==> config.mk <==
export PLATFORM = sky130hd
export DESIGN_NAME = bpa_ctrl
export DESIGN_NICKNAME = d
export VERILOG_FILES = /design/src/hw/rtl/bpa_pkg.sv /design/src/hw/rtl/bpa_ctrl.sv
export SDC_FILE = /design/constraint.sdc
export NUM_CORES = 1
export LEC_CHECK = 0
export BUFFER_PORTS_ARGS = -buffer_cell sky130_fd_sc_hd__buf_2
export CORE_MARGIN = 2
export CORE_UTILIZATION = 30
export CTS_BUF_LIST = sky130_fd_sc_hd__clkbuf_16
export DETAILED_ROUTE_END_ITERATION = 7
export PLACE_DENSITY = 0.51
export SYNTH_ARGS = -nofsm -noshare
export SYNTH_HDL_FRONTEND = slang
export SYNTH_SLANG_ARGS = --single-unit
==> constraint.sdc <==
create_clock -name clk -period 1.3 [get_ports clk]
set_input_delay 0.13 -clock clk [delete_from_list [all_inputs] [get_ports clk]]
set_output_delay 0.13 -clock clk [all_outputs]
set_load 0.05 [all_outputs]
==> src/hw/rtl/bpa_pkg.sv <==
// Shared types and constants of the buddy page allocator.
package bpa_pkg;

  localparam int TOP_ORDER  = 8;
  localparam int NUM_ORDERS = 9;
  localparam int OW         = 4;
  localparam int ADDR_W     = 20;
  localparam int SIZE_W     = 21;

  localparam logic CMD_ALLOC = 1'b0;
  localparam logic CMD_FREE  = 1'b1;

  localparam logic [1:0] STAT_OK  = 2'd0;
  localparam logic [1:0] STAT_OOM = 2'd1;
  localparam logic [1:0] STAT_BAD = 2'd2;

  typedef enum logic [4:0] {
    S_INIT, S_IDLE, S_DEC, S_SRCH, S_SPL, S_SPL2, S_SPL3, S_AOK, S_FCHK,
    S_MRG, S_MRG2, S_MRG3, S_MRG4, S_E0, S_E1, S_E2, S_E3, S_E4, S_P0, S_P1
  } st_t;

  typedef enum logic [4:0] {
    OP_NOP, OP_INIT, OP_LATCH, OP_DEC, OP_SRCH, OP_SPL2, OP_SPL3, OP_AOK,
    OP_FCHK, OP_MRG, OP_MRG2, OP_MRG3, OP_MRG4, OP_E0, OP_E1, OP_E2, OP_E3,
    OP_E4, OP_P0, OP_P1
  } dp_op_t;

  typedef struct packed {
    dp_op_t op;
    logic   zero_ord;
    logic   clr_free;
  } dp_cmd_t;

  typedef struct packed {
    logic init_last;
    logic dec_bad;
    logic is_free;
    logic srch_hit;
    logic srch_end;
    logic split_more;
    logic b_oob;
    logic fchk_bad;
    logic mrg_go;
    logic mrg_ok;
    logic pv_nil;
    logic nx_nil;
    logic tail_nil;
  } dp_sts_t;

endpackage

==> src/hw/rtl/bpa_ctrl.sv <==
// Sequencer of the buddy page allocator: list erase and push as subroutines.
module bpa_ctrl import bpa_pkg::*; (
  input  logic    clk,
  input  logic    rst_n,
  input  logic    start,
  input  dp_sts_t sts,
  output logic    busy,
  output dp_cmd_t cmd
);

  st_t state_r, state_nxt;
  st_t ret_r, ret_nxt;

  always_ff @(posedge clk) begin
    if (!rst_n) begin
      state_r <= S_INIT;
      ret_r   <= S_IDLE;
    end else begin
      state_r <= state_nxt;
      ret_r   <= ret_nxt;
    end
  end

  always_comb begin
    state_nxt = state_r;
    ret_nxt   = ret_r;
    unique case (state_r)
      S_INIT: if (sts.init_last) state_nxt = S_IDLE;
      S_IDLE: if (start) state_nxt = S_DEC;
      S_DEC: begin
        if (sts.dec_bad) state_nxt = S_IDLE;
        else if (sts.is_free) state_nxt = S_FCHK;
        else state_nxt = S_SRCH;
      end
      S_SRCH: begin
        if (sts.srch_hit) state_nxt = S_SPL;
        else if (sts.srch_end) state_nxt = S_IDLE;
      end
      S_SPL: begin
        state_nxt = S_E0;
        ret_nxt   = sts.split_more ? S_SPL2 : S_AOK;
      end
      S_SPL2: begin
        state_nxt = S_P0;
        ret_nxt   = S_SPL3;
      end
      S_SPL3: begin
        if (sts.b_oob) begin
          state_nxt = S_E0;
          ret_nxt   = S_AOK;
        end else begin
          state_nxt = S_P0;
          ret_nxt   = S_SPL;
        end
      end
      S_AOK: state_nxt = S_IDLE;
      S_FCHK: begin
        if (sts.fchk_bad) state_nxt = S_IDLE;
        else begin
          state_nxt = S_P0;
          ret_nxt   = S_MRG;
        end
      end
      S_MRG: state_nxt = sts.mrg_go ? S_MRG2 : S_IDLE;
      S_MRG2: begin
        if (sts.mrg_ok) begin
          state_nxt = S_E0;
          ret_nxt   = S_MRG3;
        end else state_nxt = S_IDLE;
      end
      S_MRG3: begin
        state_nxt = S_E0;
        ret_nxt   = S_MRG4;
      end
      S_MRG4: begin
        state_nxt = S_P0;
        ret_nxt   = S_MRG;
      end
      S_E0: state_nxt = S_E1;
      S_E1: state_nxt = sts.pv_nil ? S_E3 : S_E2;
      S_E2: state_nxt = S_E3;
      S_E3: state_nxt = sts.nx_nil ? ret_r : S_E4;
      S_E4: state_nxt = ret_r;
      S_P0: state_nxt = sts.tail_nil ? ret_r : S_P1;
      S_P1: state_nxt = ret_r;
      default: state_nxt = S_IDLE;
    endcase
  end

  always_comb begin
    cmd.op       = OP_NOP;
    cmd.zero_ord = 1'b0;
    cmd.clr_free = 1'b0;
    unique case (state_r)
      S_INIT: cmd.op = OP_INIT;
      S_IDLE: cmd.op = start ? OP_LATCH : OP_NOP;
      S_DEC:  cmd.op = OP_DEC;
      S_SRCH: cmd.op = OP_SRCH;
      S_SPL:  cmd.op = OP_NOP;
      S_SPL2: cmd.op = OP_SPL2;
      S_SPL3: cmd.op = OP_SPL3;
      S_AOK:  cmd.op = OP_AOK;
      S_FCHK: cmd.op = OP_FCHK;
      S_MRG:  cmd.op = OP_MRG;
      S_MRG2: cmd.op = OP_MRG2;
      S_MRG3: cmd.op = OP_MRG3;
      S_MRG4: cmd.op = OP_MRG4;
      S_E0:   cmd.op = OP_E0;
      S_E1: begin
        cmd.op = OP_E1;
        // upper buddy loses its head order; the granted block goes non-free
        cmd.zero_ord = (ret_r == S_MRG4);
        cmd.clr_free = (ret_r == S_AOK);
      end
      S_E2:   cmd.op = OP_E2;
      S_E3:   cmd.op = OP_E3;
      S_E4:   cmd.op = OP_E4;
      S_P0:   cmd.op = OP_P0;
      S_P1:   cmd.op = OP_P1;
      default: cmd.op = OP_NOP;
    endcase
  end

  assign busy = (state_r != S_IDLE);

endmodule

; Word level (Yosys, flattened, before mapping)
; Index checks and enable logic that the tools add are counted.
[classes]
mul = 0
n_shift = 0
bitwise = 0
n_lt_le_gt_ge = 0
div_mod_pow = 0
reduce_logical = 7
n_eq_ne = 27
n_addsub = 0
mux = 22
[op_table]
columns = operator, count
row1 = 5-bit case mux with 19 select lines, 1
row2 = 5-bit case mux with 16 select lines, 1
row3 = 5-bit two-way mux, 11
row4 = "5-bit by 4-bit == test with 1-bit output, second input constant", 9
row5 = 5-bit case mux with 7 select lines, 1
row6 = "5-bit by 3-bit == test with 1-bit output, second input constant", 5
row7 = "5-bit == test, second input constant", 4
row8 = 4-bit two-way mux, 4
row9 = "5-bit by 2-bit == test with 1-bit output, second input constant", 2
row10 = 2-bit two-way mux, 4
row11 = "2-bit inequality test, second input constant", 4
row12 = 7-bit nonzero test, 1
row13 = 3-bit AND reduction, 2
row14 = 2-bit OR reduction, 3
row15 = "5-bit by 1-bit == test with 1-bit output, second input constant", 1
row16 = 5-bit logical NOT, 1
row17 = "5-bit by 1-bit inequality test with 1-bit output, second input constant", 1
row18 = "3-bit inequality test, second input constant", 1
[word_totals]
latchBits = 0
word_cells = 58
memories = 0
output_inout_bits = 8
mem_bits_ro = 0
mem_bits_rw = 0
register_bits = 10

; Logic depth before layout (Yosys ltp)
[depth]
depth_word = 3
ltp_mapped = 7

; Least setup slack after synthesis
; Ideal clock, no wire load.
[synth_timing]
path_kind = flip-flop to output port
startpoint = reg state_r[0]
endpoint = out cmd[1] in the netlist's numbering
path_slack_ns = -1.189
path_stages_with_launch = 6
arrival_time_ns = 2.359
cell_sequence = dfxtp_1 buf_4 clkbuf_1 nor2_1 nand3_1 nor4_1
[synth_rtl]
columns = item, line
row1 = from (decl), bpa_ctrl.sv:11  ; st_t state_r, state_nxt;
row2 = from (signal assigned), bpa_ctrl.sv:19  ; state_r <= state_nxt;
row3 = to (decl), bpa_ctrl.sv:8  ; output dp_cmd_t cmd

==> results.rst <==
.. list-table::
   :header-rows: 1

   * - Metric
     - Value
   * - Initial core utilization
     - 31.27%
   * - Worst supply voltage drop on vdd
     - 0.4301 mV
   * - DRC violation count after routing
     - 0
   * - Main combinational cell family by area after synthesis
     - simple AND/OR/NAND/NOR gates
   * - Delay of the slowest cell on the worst path
     - roughly 0.36 ns
   * - Total negative slack
     - -3.551 ns
   * - Post-synthesis async set-or-reset flop share
     - 0%
   * - Total Wirelength
     - 5.079 mm
   * - Maximum fanout along the worst path
     - 7
   * - Fraction of final layout cells with drive strength greater than 1
     - 63.56%
   * - Dominant delay contributor by cell family on the critical path
     - compound AO/OA/AOI/OAI gates
   * - First-pass iteration count of the detailed router
     - 5
   * - Simple-gate share of the synthesized area
     - 40.05%
   * - Relative slew margins
     - 70.05%
   * - Sequential fraction of design power
     - 23.0%
   * - Clock tree buffer depth
     - 2
   * - Wirelength per Cell
     - 18.74 µm
   * - Clock tree from TritonCTS
     - yes
   * - Synth Register Bits
     - 9
   * - Top-level I/O count
     - 24
   * - Warning count from the yosys run
     - 0
   * - Pwr dens
     - 559.9 nW/µm²
   * - CTS HTree Levels
     - 1
   * - Total non-filler cell area in the finished layout
     - around 2300 µm²
   * - Die ar.
     - about 4000 µm²
   * - Data arrival time at the worst-slack endpoint
     - around 1.5 ns
   * - Remaining antenna violation count
     - 0
   * - Placement row count
     - 21
   * - Synth Area in Adders
     - 0%
   * - Die X
     - 62.98 µm
   * - Sequential-to-total area share from yosys stat
     - 17.27%
   * - Net count of the mapped netlist
     - 165
   * - Crit path setup slack, layout
     - -0.2926 ns
   * - Worst hold margin
     - 0.1846 ns
   * - Net Switching
     - between 0.0003 and 0.0004 W
   * - Area inside the core boundary
     - between 3000 and 4000 µm²
   * - Number of placed instances with taps included
     - ~250
   * - Clock network power share
     - 43.7%
   * - Class of the worst hold path
     - input port to flip-flop
   * - Post-Place Cell Area
     - 1607 µm²
   * - Run status
     - finished, violations left
   * - Detailed-placement wirelength estimate
     - ~3 mm
   * - Minimum clock period after layout
     - roughly 1.6 ns
   * - Leak Pwr
     - 0.9066 nW
   * - Global-route usage over all layers
     - around a quarter
   * - Max-cap violation count
     - 0
   * - Cell-by-cell listing of the critical path
     - buf_12 > buf_6 > o21ai_2 > a21oi_2 > a31o_4 > buf_8
   * - Global-route wire length before repair
     - 7.617 mm
   * - Drt first-iter violations
     - between 80 and 90
   * - Most used flip-flop cell after synthesis
     - sky130_fd_sc_hd__dfxtp_1
   * - Reg-to-reg critical path startpoint
     - state_r[2]
   * - Mapped Cells
     - 149
   * - Clk Latency, worst-skew pair
     - 0.24 ns
   * - Share of synthesized area spent on multiplexers
     - 0%
   * - GRT overflow
     - 0
   * - Number of fill cells in the layout
     - 251
   * - Die boundary height
     - 62.98 µm
   * - Hold wc startpoint
     - rst_n
   * - Comb power frac
     - 33.2%
   * - Antenna violations before repair
     - 0
   * - Mapped Avg Cell Area
     - 7.003 µm²
   * - Clock sink count
     - 9
   * - Total standard cell area after synthesis
     - 1044 µm²
   * - Post-Synth XOR/XNOR Area
     - less than 1%
   * - Share of the clock period used by the worst path
     - 122.5%
   * - Type of element capturing the critical path
     - output pin
   * - Setup repair after global routing missed its margin
     - yes
   * - Detailed-route via count
     - between 1.5k and 2k
   * - Violated checks
     - negative setup slack
   * - Final Max Tran Viols
     - 0
   * - Signed area change from the synthesized netlist to the final layout
     - 116.5%
   * - Number of nets at the end of the flow
     - ~240
   * - CP Buf/Inv Count
     - 3
   * - Post-synthesis compound-gate area fraction
     - 33.45%
   * - Switching share of total power
     - 29.88%
   * - Clock Pin Slew Worst Setup and Hold Paths
     - 0.04 ns
   * - Post-placement worst setup slack
     - -0.1926 ns
   * - Final weighted congestion in routability-driven placement
     - slightly below 0.9
   * - Hold Vio Cnt, Final
     - 0
   * - Worst setup path category
     - flip-flop to output pin
   * - Pin count of the biggest net entering global routing
     - 12
   * - IO buf count
     - 23
   * - Endpoints failing setup
     - 16
   * - Number of unique standard cell types used by synthesis
     - between 50 and 60
   * - Non-filler instance count after layout
     - 271
   * - Critical path required time
     - 1.17 ns
   * - Slowest cell on the critical path
     - sky130_fd_sc_hd__dfxtp_4
   * - Inserted Clock Buffers
     - 3
   * - Cell Int Power
     - 0.0008871 W
   * - Antenna diode count
     - 0
   * - Number of enable-type register cells in the synthesized netlist
     - 0
   * - Cell at the root of the clock tree
     - sky130_fd_sc_hd__clkbuf_16
   * - Maximum clock rate
     - 627.9 MHz
   * - Hold bufs inserted after CTS
     - 0
   * - Vias per cell
     - between 5 and 6
   * - Vias in the first global route
     - 1549
   * - Category of the worst setup path launch point
     - flip-flop
   * - Final worst clock skew
     - roughly 0.0023 ns
   * - Measured slew at the worst slew-check pin
     - 0.4458 ns
   * - Startpoint of the worst setup timing path
     - state_r[2]
==> cells in the final DEF (no fill, tap or decap), types with 3 or more instances in the layout <==
master / instances
sky130_fd_sc_hd__inv_1: 6
sky130_fd_sc_hd__buf_6: 17
sky130_fd_sc_hd__clkbuf_16: 4
sky130_fd_sc_hd__nand2b_4: 4
sky130_fd_sc_hd__a21oi_1: 5
sky130_fd_sc_hd__nor3_1: 3
sky130_fd_sc_hd__a31oi_1: 5
sky130_fd_sc_hd__nor2b_1: 3
sky130_fd_sc_hd__nand3b_1: 3
sky130_fd_sc_hd__buf_12: 5
sky130_fd_sc_hd__buf_4: 42
sky130_fd_sc_hd__nand3_1: 5
sky130_fd_sc_hd__o21ai_2: 3
sky130_fd_sc_hd__dfxtp_1: 4
sky130_fd_sc_hd__nor2_1: 7
sky130_fd_sc_hd__nand2_1: 7
sky130_fd_sc_hd__nand3_2: 3
sky130_fd_sc_hd__dfxtp_4: 4
sky130_fd_sc_hd__o32ai_4: 3
sky130_fd_sc_hd__buf_2: 16
sky130_fd_sc_hd__o21ai_0: 4
sky130_fd_sc_hd__nand2b_1: 6
==> worst register-to-register path, stage by stage, from the launching register on <==
cell                        delay (ns)
sky130_fd_sc_hd__dfxtp_4          0.37
sky130_fd_sc_hd__bufbuf_16        0.26
sky130_fd_sc_hd__or3b_4           0.41
sky130_fd_sc_hd__o32ai_4          0.13
sky130_fd_sc_hd__nand2b_1         0.15
sky130_fd_sc_hd__a31oi_1          0.17
==> final cells by class <==
| class | instances | area [µm²] | share of cell area [%] |
|---|---|---|---|
| Inverter | 7 | 31.28 | 1.384 |
| Clock buffer | 3 | 75.07 | 3.322 |
| Multi-Input combinational cell | 121 | 1121 | 49.61 |
| Timing Repair Buffer | 84 | 774.5 | 34.27 |
| Clock inverter | 1 | 3.754 | 0.1661 |
| Tap cell | 46 | 57.56 | 2.547 |
| Sequential cell | 9 | 196.4 | 8.693 |
==> path summary, 6_finish.rpt <==
check / slack [ns] / cells after the start / to
worst max register to register: -0.28 / 5 / state_r[2]
worst min-delay path: 0.18 / 2 / state_r[4]
worst max-delay path: -0.29 / 6 / cmd[3]
worst min register to register: 0.58 / 2 / ret_r[1]
==> sequential cells by signal, summed over array words and instances, names as in the netlist <==
register / flops
ret_r: 4
state_r: 5
==> metrics by stage <==
stage | power (W) | util, %
2_1_floorplan | 0.0004895 | -
3_3_place_gp | 0.0005970 | 48.14
3_5_place_dp | 0.0006002 | 48.14
4_1_cts | 0.001214 | 61.87
5_1_grt | 0.001308 | 67.72
6_report | 0.001265 | 67.72
==> synth_stat cells, types with 2 or more instances <==
master                     instances  share of area (%)
sky130_fd_sc_hd__nand2_1          10                3.6
sky130_fd_sc_hd__nand2b_1         10                6.0
sky130_fd_sc_hd__nand3_1          10                4.8
sky130_fd_sc_hd__dfxtp_1           9                 17
sky130_fd_sc_hd__nor2_1            9                3.2
sky130_fd_sc_hd__o21ai_0           8                3.8
sky130_fd_sc_hd__a21oi_1           7                3.4
sky130_fd_sc_hd__buf_2             7                3.4
sky130_fd_sc_hd__inv_1             6                2.2
sky130_fd_sc_hd__a31oi_1           5                3.0
sky130_fd_sc_hd__nor2b_1           5                3.0
sky130_fd_sc_hd__nor3_1            5                2.4
sky130_fd_sc_hd__a21o_1            3                2.2
sky130_fd_sc_hd__nand3b_1          3                2.2
sky130_fd_sc_hd__o31ai_1           3                2.2
sky130_fd_sc_hd__o32ai_1           3                2.5
sky130_fd_sc_hd__a32oi_1           2                1.7
sky130_fd_sc_hd__and2_1            2                1.2
sky130_fd_sc_hd__buf_4             2                1.4
sky130_fd_sc_hd__clkbuf_1          2               0.72
sky130_fd_sc_hd__nor4b_1           2                1.7
sky130_fd_sc_hd__o21a_1            2                1.4
sky130_fd_sc_hd__o21ai_1           2               0.96
sky130_fd_sc_hd__o32a_1            2                1.9
sky130_fd_sc_hd__or3_1             2                1.2
==> timing repair <==
item | in CTS | in global routing
setup endpoints to repair | 17 | 17
setup buffers | 15 | 5
cloned | 2 | 1
pin swaps | 12 | 17
resized for setup | 51 | 29
==> cells by family (layout without fill, tap and decap cells) <==
logic type / count (synthesis) / count (layout)
flip-flops: 9 / 9
buffers and inverters: 19 / 95
XOR/XNOR: 1 / 1
AO/OA/AOI/OAI: 49 / 49
AND/OR/NAND/NOR: 71 / 71
==> power by group through the flow <==
stage / clock, W / sequential (W) / combinational [W]
after global placement: 0 / 0.000301 / 0.000296
after CTS: 0.000556 / 0.000290 / 0.000368
after floorplan: 0 / 0.000292 / 0.000198
after detailed placement: 0 / 0.000301 / 0.000299
after global routing: 0.000572 / 0.000291 / 0.000445
final: 0.000553 / 0.000291 / 0.000421
==> metal layers <==
metal | track usage [%] | up-vias | part of all wire (%)
met2 | 43.48 | 71 | 53
met4 | 5.556 | 0 | 2.8
met3 | 3.423 | 18 | 4.6
li1 | - | 715 | -
met5 | 0 | - | 0
met1 | 30.35 | 751 | 40
Note: power is estimated with default switching activity, not from simulation.
